`src/slhb_pkg.sv`:
```
// Shared types, constants and the status-code decoder for the status LED
// heartbeat / blink-code core. No dependencies.
package slhb_pkg;

    localparam int TimeW   = 32;
    localparam int MsW     = 16;
    localparam int StatusW = 3;
    localparam int CfgIdxW = 2;

    // configuration register indexes
    localparam logic [CfgIdxW-1:0] CFG_HB_SHORT  = 2'd0;
    localparam logic [CfgIdxW-1:0] CFG_HB_LONG   = 2'd1;
    localparam logic [CfgIdxW-1:0] CFG_BLINK_STEP = 2'd2;
    localparam logic [CfgIdxW-1:0] CFG_BLINK_GAP = 2'd3;

    // configuration reset values
    localparam logic [MsW-1:0] HB_SHORT_RST   = 16'd100;
    localparam logic [MsW-1:0] HB_LONG_RST    = 16'd700;
    localparam logic [MsW-1:0] BLINK_STEP_RST = 16'd100;
    localparam logic [MsW-1:0] BLINK_GAP_RST  = 16'd1000;

    // motor status codes
    localparam logic [StatusW-1:0] ST_NO_CALIB = 3'd0;
    localparam logic [StatusW-1:0] ST_RUNNING  = 3'd1;
    localparam logic [StatusW-1:0] ST_FINISH   = 3'd2;
    localparam logic [StatusW-1:0] ST_STOP     = 3'd3;
    localparam logic [StatusW-1:0] ST_OVERLOAD = 3'd4;
    localparam logic [StatusW-1:0] ST_STALL    = 3'd5;

    // heartbeat phases
    localparam logic [1:0] HB_PH1 = 2'd0;
    localparam logic [1:0] HB_PH2 = 2'd1;
    localparam logic [1:0] HB_PH3 = 2'd2;
    localparam logic [1:0] HB_PH4 = 2'd3;

    // blink-code phases
    localparam logic [1:0] BL_ON  = 2'd0;
    localparam logic [1:0] BL_OFF = 2'd1;
    localparam logic [1:0] BL_GAP = 2'd2;

    typedef struct packed {
        logic       lamp;
        logic       beat;
        logic [1:0] target;
    } t_flags;

    function automatic t_flags decode_status(input logic [StatusW-1:0] status,
                                             input t_flags cur);
        t_flags f;
        f = cur;
        unique case (status)
            ST_NO_CALIB: f = '{lamp: 1'b0, beat: 1'b0, target: 2'd1};
            ST_RUNNING:  f = '{lamp: 1'b1, beat: 1'b1, target: 2'd0};
            ST_FINISH:   f = '{lamp: 1'b1, beat: 1'b0, target: 2'd0};
            ST_STOP:     f = '{lamp: 1'b0, beat: 1'b0, target: 2'd0};
            ST_OVERLOAD: f = '{lamp: 1'b1, beat: 1'b0, target: 2'd3};
            ST_STALL:    f = '{lamp: 1'b0, beat: 1'b0, target: 2'd2};
            default:     f = cur;
        endcase
        return f;
    endfunction

endpackage

```
`src/slhb_beat.sv`:
```
// Heartbeat phase machine for the status LED.
// Depends on slhb_pkg.
module slhb_beat (
    input  logic                       i_clk,
    input  logic                       i_rst_n,
    input  logic                       i_step,
    input  logic [slhb_pkg::MsW-1:0]   i_elapsed_ms,
    input  slhb_pkg::t_flags           i_flags,
    input  logic [slhb_pkg::MsW-1:0]   i_short_ms,
    input  logic [slhb_pkg::MsW-1:0]   i_long_ms,
    output logic                       o_level_next
);

    // time since the last transition, tracked directly instead of a mark
    logic [slhb_pkg::TimeW-1:0] r_since, n_since;
    logic [1:0]                 r_phase, n_phase;
    logic                       r_level, n_level;
    logic [slhb_pkg::TimeW-1:0] since_sum;
    logic [slhb_pkg::MsW-1:0]   limit;
    logic                       hit;

    always_comb begin
        since_sum = r_since + {{(slhb_pkg::TimeW-slhb_pkg::MsW){1'b0}}, i_elapsed_ms};
        limit     = (r_phase == slhb_pkg::HB_PH4) ? i_long_ms : i_short_ms;
        hit       = since_sum > {{(slhb_pkg::TimeW-slhb_pkg::MsW){1'b0}}, limit};
        n_since   = since_sum;
        n_phase   = r_phase;
        n_level   = r_level;
        if (!i_flags.lamp) begin
            n_level = 1'b0;
        end else if (!i_flags.beat) begin
            n_level = 1'b1;
            n_phase = slhb_pkg::HB_PH1;
        end else if (hit) begin
            // phases one and three end dark, two and four end lit
            n_level = r_phase[0];
            n_phase = r_phase + 2'd1;
            n_since = '0;
        end
    end

    always_ff @(posedge i_clk) begin
        if (!i_rst_n) begin
            r_since <= '0;
            r_phase <= slhb_pkg::HB_PH1;
            r_level <= 1'b0;
        end else if (i_step) begin
            r_since <= n_since;
            r_phase <= n_phase;
            r_level <= n_level;
        end
    end

    assign o_level_next = n_level;

endmodule

```
`src/slhb_blink.sv`:
```
// Blink-code phase machine for the error LED.
// Depends on slhb_pkg.
module slhb_blink (
    input  logic                       i_clk,
    input  logic                       i_rst_n,
    input  logic                       i_step,
    input  logic [slhb_pkg::MsW-1:0]   i_elapsed_ms,
    input  slhb_pkg::t_flags           i_flags,
    input  logic [slhb_pkg::MsW-1:0]   i_step_ms,
    input  logic [slhb_pkg::MsW-1:0]   i_gap_ms,
    output logic                       o_level_next
);

    logic [slhb_pkg::TimeW-1:0] r_since, n_since;
    logic [1:0]                 r_phase, n_phase;
    logic [2:0]                 r_count, n_count;
    logic                       r_level, n_level;
    logic [slhb_pkg::TimeW-1:0] since_sum;
    logic [slhb_pkg::MsW-1:0]   limit;
    logic                       hit;
    logic [2:0]                 count_inc;

    always_comb begin
        since_sum = r_since + {{(slhb_pkg::TimeW-slhb_pkg::MsW){1'b0}}, i_elapsed_ms};
        limit     = (r_phase == slhb_pkg::BL_GAP) ? i_gap_ms : i_step_ms;
        hit       = since_sum > {{(slhb_pkg::TimeW-slhb_pkg::MsW){1'b0}}, limit};
        count_inc = r_count + 3'd1;
        n_since   = since_sum;
        n_phase   = r_phase;
        n_count   = r_count;
        n_level   = r_level;
        case (r_phase)
            slhb_pkg::BL_ON: begin
                if (hit) begin
                    n_level = 1'b0;
                    n_phase = slhb_pkg::BL_OFF;
                    n_since = '0;
                end
            end
            slhb_pkg::BL_OFF: begin
                if (hit) begin
                    n_count = count_inc;
                    n_since = '0;
                    if ({1'b0, i_flags.target} > count_inc) begin
                        n_level = 1'b1;
                        n_phase = slhb_pkg::BL_ON;
                    end else begin
                        n_level = 1'b0;
                        n_phase = slhb_pkg::BL_GAP;
                    end
                end
            end
            slhb_pkg::BL_GAP: begin
                if (hit) begin
                    n_count = '0;
                    n_level = (i_flags.target != 2'd0);
                    n_phase = slhb_pkg::BL_ON;
                    n_since = '0;
                end
            end
            default: begin
                // unused code: return to the first phase, keep the mark
                n_phase = slhb_pkg::BL_ON;
            end
        endcase
    end

    always_ff @(posedge i_clk) begin
        if (!i_rst_n) begin
            r_since <= '0;
            r_phase <= slhb_pkg::BL_ON;
            r_count <= '0;
            r_level <= 1'b0;
        end else if (i_step) begin
            r_since <= n_since;
            r_phase <= n_phase;
            r_count <= n_count;
            r_level <= n_level;
        end
    end

    assign o_level_next = n_level;

endmodule

```
`src/status_led_heartbeat_blink_code_core.sv`:
```
// Top level of the status LED heartbeat / error LED blink-code core.
// Depends on slhb_pkg, slhb_beat and slhb_blink.
//
// Usage:
//   Input channel (i_in_valid / o_in_ready) carries one tick word: the
//   milliseconds since the previous tick and the motor status code.
//   Output channel (o_out_valid / i_out_ready) returns one word per tick:
//   the held status LED level and error LED level.
//   Configuration: write i_cfg_data to register i_cfg_index while
//   i_cfg_we is high; 0 heartbeat short, 1 heartbeat long, 2 blink step,
//   3 blink gap (all in ms). Write only while no tick is in flight.
//   A tick is held in the input register, then evaluated, and its result
//   is registered in the output register. Throughput: one tick per clock
//   unless stalled, with one 32-bit add and compare per LED machine.
//   Reset (synchronous, active low) clears both valid flags, all timers,
//   the phase machines with their LED levels and the status flags, and
//   loads the default thresholds.
//   When the receiver stalls, the result is held in the output register
//   and one more tick is held in the input register; o_in_ready drops
//   only when both are full.
module status_led_heartbeat_blink_code_core (
    input  logic                             i_clk,
    input  logic                             i_rst_n,
    input  logic                             i_in_valid,
    output logic                             o_in_ready,
    input  logic [slhb_pkg::MsW-1:0]         i_elapsed_ms,
    input  logic [slhb_pkg::StatusW-1:0]     i_motor_status,
    output logic                             o_out_valid,
    input  logic                             i_out_ready,
    output logic                             o_status_led_on,
    output logic                             o_error_led_on,
    input  logic                             i_cfg_we,
    input  logic [slhb_pkg::CfgIdxW-1:0]     i_cfg_index,
    input  logic [slhb_pkg::MsW-1:0]         i_cfg_data
);

    logic [slhb_pkg::MsW-1:0]     r_hb_short, r_hb_long, r_bl_step, r_bl_gap;
    logic                         r_in_valid;
    logic [slhb_pkg::MsW-1:0]     r_elapsed;
    logic [slhb_pkg::StatusW-1:0] r_status;
    slhb_pkg::t_flags             r_flags, n_flags;
    logic                         r_out_valid;
    logic                         r_status_led, r_error_led;
    logic                         out_free;
    logic                         step;
    logic                         status_next, error_next;

    assign out_free   = !r_out_valid || i_out_ready;
    assign step       = r_in_valid && out_free;
    assign o_in_ready = !r_in_valid || out_free;
    assign n_flags    = slhb_pkg::decode_status(r_status, r_flags);

    // configuration registers
    always_ff @(posedge i_clk) begin
        if (!i_rst_n) begin
            r_hb_short <= slhb_pkg::HB_SHORT_RST;
            r_hb_long  <= slhb_pkg::HB_LONG_RST;
            r_bl_step  <= slhb_pkg::BLINK_STEP_RST;
            r_bl_gap   <= slhb_pkg::BLINK_GAP_RST;
        end else if (i_cfg_we) begin
            unique case (i_cfg_index)
                slhb_pkg::CFG_HB_SHORT:   r_hb_short <= i_cfg_data;
                slhb_pkg::CFG_HB_LONG:    r_hb_long  <= i_cfg_data;
                slhb_pkg::CFG_BLINK_STEP: r_bl_step  <= i_cfg_data;
                slhb_pkg::CFG_BLINK_GAP:  r_bl_gap   <= i_cfg_data;
                default: ;
            endcase
        end
    end

    // input register
    always_ff @(posedge i_clk) begin
        if (!i_rst_n) begin
            r_in_valid <= 1'b0;
        end else if (o_in_ready) begin
            r_in_valid <= i_in_valid;
        end
    end

    always_ff @(posedge i_clk) begin
        if (i_in_valid && o_in_ready) begin
            r_elapsed <= i_elapsed_ms;
            r_status  <= i_motor_status;
        end
    end

    // status flags advance with each evaluated tick
    always_ff @(posedge i_clk) begin
        if (!i_rst_n) begin
            r_flags <= '0;
        end else if (step) begin
            r_flags <= n_flags;
        end
    end

    slhb_beat u_beat (
        .i_clk        (i_clk),
        .i_rst_n      (i_rst_n),
        .i_step       (step),
        .i_elapsed_ms (r_elapsed),
        .i_flags      (n_flags),
        .i_short_ms   (r_hb_short),
        .i_long_ms    (r_hb_long),
        .o_level_next (status_next)
    );

    slhb_blink u_blink (
        .i_clk        (i_clk),
        .i_rst_n      (i_rst_n),
        .i_step       (step),
        .i_elapsed_ms (r_elapsed),
        .i_flags      (n_flags),
        .i_step_ms    (r_bl_step),
        .i_gap_ms     (r_bl_gap),
        .o_level_next (error_next)
    );

    // result register
    always_ff @(posedge i_clk) begin
        if (!i_rst_n) begin
            r_out_valid <= 1'b0;
        end else if (out_free) begin
            r_out_valid <= r_in_valid;
        end
    end

    always_ff @(posedge i_clk) begin
        if (step) begin
            r_status_led <= status_next;
            r_error_led  <= error_next;
        end
    end

    assign o_out_valid     = r_out_valid;
    assign o_status_led_on = r_status_led;
    assign o_error_led_on  = r_error_led;

endmodule

```
`config.mk`:
```
export PLATFORM = sky130hd
export DESIGN_NAME = status_led_heartbeat_blink_code_core
export DESIGN_NICKNAME = d
export VERILOG_FILES = /design/src/slhb_pkg.sv /design/src/slhb_beat.sv /design/src/slhb_blink.sv /design/src/status_led_heartbeat_blink_code_core.sv
export SDC_FILE = /design/constraint.sdc
export NUM_CORES = 1
export LEC_CHECK = 0
export BUFFER_PORTS_ARGS = -buffer_cell sky130_fd_sc_hd__buf_2
export CORE_ASPECT_RATIO = 1.25
export CORE_MARGIN = 3
export CORE_UTILIZATION = 39
export DETAILED_ROUTE_END_ITERATION = 16
export PLACE_DENSITY = 0.66
export SKIP_CTS_REPAIR_TIMING = 1
export SYNTH_ARGS = -nofsm -noshare
export SYNTH_HDL_FRONTEND = slang
export SYNTH_SLANG_ARGS = --single-unit
```
`constraint.sdc`:
```
create_clock -name i_clk -period 5.21 [get_ports i_clk]
set_clock_uncertainty 0.2 [all_clocks]
set_input_delay 0.2605 -clock i_clk [delete_from_list [all_inputs] [get_ports i_clk]]
set_output_delay 0.2605 -clock i_clk [all_outputs]
set_load 0.01 [all_outputs]
```
==> impl_metrics.toml <==
[sta]
relSlewSlack_pct = 22.37
max_freq_mhz = 204.8
hold_violations = 0
finalSetupViolCount = 0
timing.final.crit_share_pct = 93.74
drv_slew = 0
worst_pin_slew_ns = 1.160
rsz0062_at_grt = "false"
hold_ws_ns = 0.1077
finalSetupTns_ns = 0
min_period_ns = 4.884

[final_layout]
fin_cells = 1545
diodes = 0
area_growth_pct = 15.72
final_cell_mix = "212 x nand2_1, 143 x dfxtp_1, 104 x a21oi_1"
final_common_cell = "nand2_1"
drive_gt1_share_pct = 11.80
final_net_count = 1323

[global_route]
gr-total-overflow = 0
grt_usage_pct = 18.59
grt_max_degree = 74
grt_pass1_wl_um = 40320
antenna_found_initial = 0
first_global_vias = 7817

[routing]
drt_iter0_drc = 684
ant_nets = 0
num_vias = 8561
drc = 0
viasPerCell = 5.541
wl_per_cell_um = 16.62
dr.pass1.iters = 5
routed_wl_um = 25680

[yosys]
synth_cell_types = 80
yosys_warnings = 0
ys_ff_latch = 164
synth_edf_count = 21
syn_inst = 1145
synth.top_cells.by_area = "dfxtp_1 30%, ha_1 9.3%, nand2_1 8.3%"
synth-seq-area-share_pct = 36.09
async_flop_share_pct = 0
synth-main-ff-cell = "dfxtp_1"
synth_fp_nets = 1261
yosysTopAreaCellShare_pct = 29.57
synth_area_sq_um = 9681
yosys.area.top_type = "dfxtp_1"
syn_avg_cell_area_sq_um = 8.455

[cts]
htree_levels = 4
clk_path_buf_depth = 2
clock_latency_ns = 0.43
cts.sinks = 164
cts.clk_slew.worst_paths_ns = 0.07
root_buffer = "clkbuf_16"
cts_tree = "done"
cts_buffers = 17

[setup_path]
startpoint = "r_elapsed[0]"
worstReg2RegStart = "r_elapsed[0]"
crit_slowest_cell = "or4_1"
worstPathCellList = "ha_1 -> fa_1 -> a211oi_1 -> nor2_1 -> a211o_2 -> a21o_1 -> a21oi_1 -> xnor2_1 -> ha_1 -> nand4_1 -> or4_1 -> o21ai_1 -> nand4_1 -> nor4_4 -> buf_4 -> nand3_4 -> or3b_1 -> a31oi_1"
r2r_cells = 18
startpoint_type = "flip-flop"
r2r_setup_slack_ns = 0.33
path_max_fanout = 6
path_class = "reg -> reg"
crit_end = "u_blink.r_level"
slowest_delay_ns = 0.45
endpoint_kind = "flip-flop"
r2r_end = "u_blink.r_level"
worstPathRequired_ns = 5.36
cp.arrival_ns = 5.04

[floorplanning]
die_y_um = 182.1
die_x_um = 146.9
die_area_sq_um = 26760
fp.coreArea_sq_um = 24040
rows = 63
start_util_pct = 40.27
io_pins = 46

[placed_design]
dp_cells = 1473
port_buffers = 45
place_congestion = 0.8716
hpwl_um = 18350

[run_status]
status = "completed"

[run]
maxCapViolations = 0

[pwr]
vdd.ir_drop.worst_v = 0.0002222
powerDensity_nw_per_um2 = 286.3
p_leak_nw = 4.298

[min_path]
hold_class = "in -> reg"
-- critical path, delay by kind of cell, from the launching register on --
kind / cells / cell delay, ns
AND/OR/NAND/NOR: 7 / 1.60
AO/OA/AOI/OAI: 6 / 1.35
adder cells (fa/ha/maj): 3 / 0.97
flip-flops: 1 / 0.40
buffers and inverters: 1 / 0.18
XOR/XNOR: 1 / 0.11
-- metrics by stage --
stage | util, % | worst slack (ns) | power [W] | area, sq um
floorplan | - | 0.5828 | 0.001782 | 9681
global placement | 42.41 | 0.1344 | 0.001941 | 10200
detailed placement | 42.41 | 0.08503 | 0.001948 | 10200
CTS | 44.81 | 0.03871 | 0.003202 | 10770
global route | 46.59 | 0.01972 | 0.003351 | 11200
finish | 46.59 | 0.3263 | 0.003207 | 11200
-- synthesized netlist by cell type, types with 5 or more instances --
master and instances:
buf_1 6, or2_2 7, buf_2 10, xnor2_1 32
nor3_2 10, a22o_1 31, o21ai_1 7, a31oi_1 8
a21oi_1 105, nor2_1 60, o21a_1 8, and3_1 9
mux2i_1 38, dfxtp_1 143, nor3_1 17, o211ai_1 8
nand3_1 44, edfxtp_1 21, clkbuf_1 42, a211oi_1 8
ha_1 72, and2_1 7, and4_1 9, nor2b_1 10
inv_1 26, o311ai_1 5, nand4_1 31, nand2b_1 7
nand2_1 213, o21ai_0 36, a21o_1 15, xor2_1 22
-- per-layer routing --
layer	wire length [um]	part of all wire, %	global-route usage, %
met1	11360	44	23.64
met2	12730	50	32.74
met3	1085	4.2	2.608
met4	514	2.0	5.595
met5	0	0	0
-- final cells by class --
type                    instances  area, sq um
fillers                      2310        12840
multi-input cells             894         5854
flip-flops and latches        164         3493
repair buffers                104        773.2
clock buffers                  20        456.7
well taps                     325        406.6
clock inverters                12        120.1
inverters                      26        97.59
-- cell families (layout without fill, tap and decap cells) --
| family | after synthesis | count (layout) | share of synthesized area (%) |
|---|---|---|---|
| AOI/OAI and AO/OA | 275 | 275 | 18.72 |
| buffers and inverters | 88 | 162 | 3.787 |
| and+or+nand+nor | 449 | 450 | 22.49 |
| DFF | 164 | 164 | 36.09 |
| muxes | 41 | 41 | 4.317 |
| xor gates and xnor gates | 54 | 54 | 4.886 |
| adders and majority gates | 74 | 74 | 9.720 |
-- report_power, final --
part           internal, W  switching [W]
combinational     0.000249       0.000345
clock             0.000695       0.000554
sequential         0.00133      0.0000331
-- worst min path at each step --
| stage | startpoint | end | slack [ns] | cells past startpoint |
|---|---|---|---|---|
| floorplan | i_elapsed_ms[0] | r_elapsed[0] | 0.16 | 0 |
| global placement | i_elapsed_ms[2] | r_elapsed[2] | 0.24 | 1 |
| detailed placement | i_elapsed_ms[3] | r_elapsed[3] | 0.24 | 1 |
| CTS | i_elapsed_ms[3] | r_elapsed[3] | -0.22 | 1 |
| global route | i_cfg_index[0] | r_bl_step[15] | 0.12 | 4 |
| finish | i_cfg_index[0] | r_bl_step[14] | 0.11 | 4 |
-- state kept, by name, summed over array words and instances (netlist names) --
signal	flops
r_bl_gap	16
o_status_led_on	1
u_blink.r_phase	2
r_elapsed	16
u_beat.r_since	32
r_hb_long	16
o_error_led_on	1
o_out_valid	1
r_in_valid	1
r_flags	4
u_beat.r_phase	2
u_beat.r_level	1
r_status	3
r_bl_step	16
u_blink.r_level	1
u_blink.r_count	3
u_blink.r_since	32
r_hb_short	16
Power figures use the tool's default switching activity.
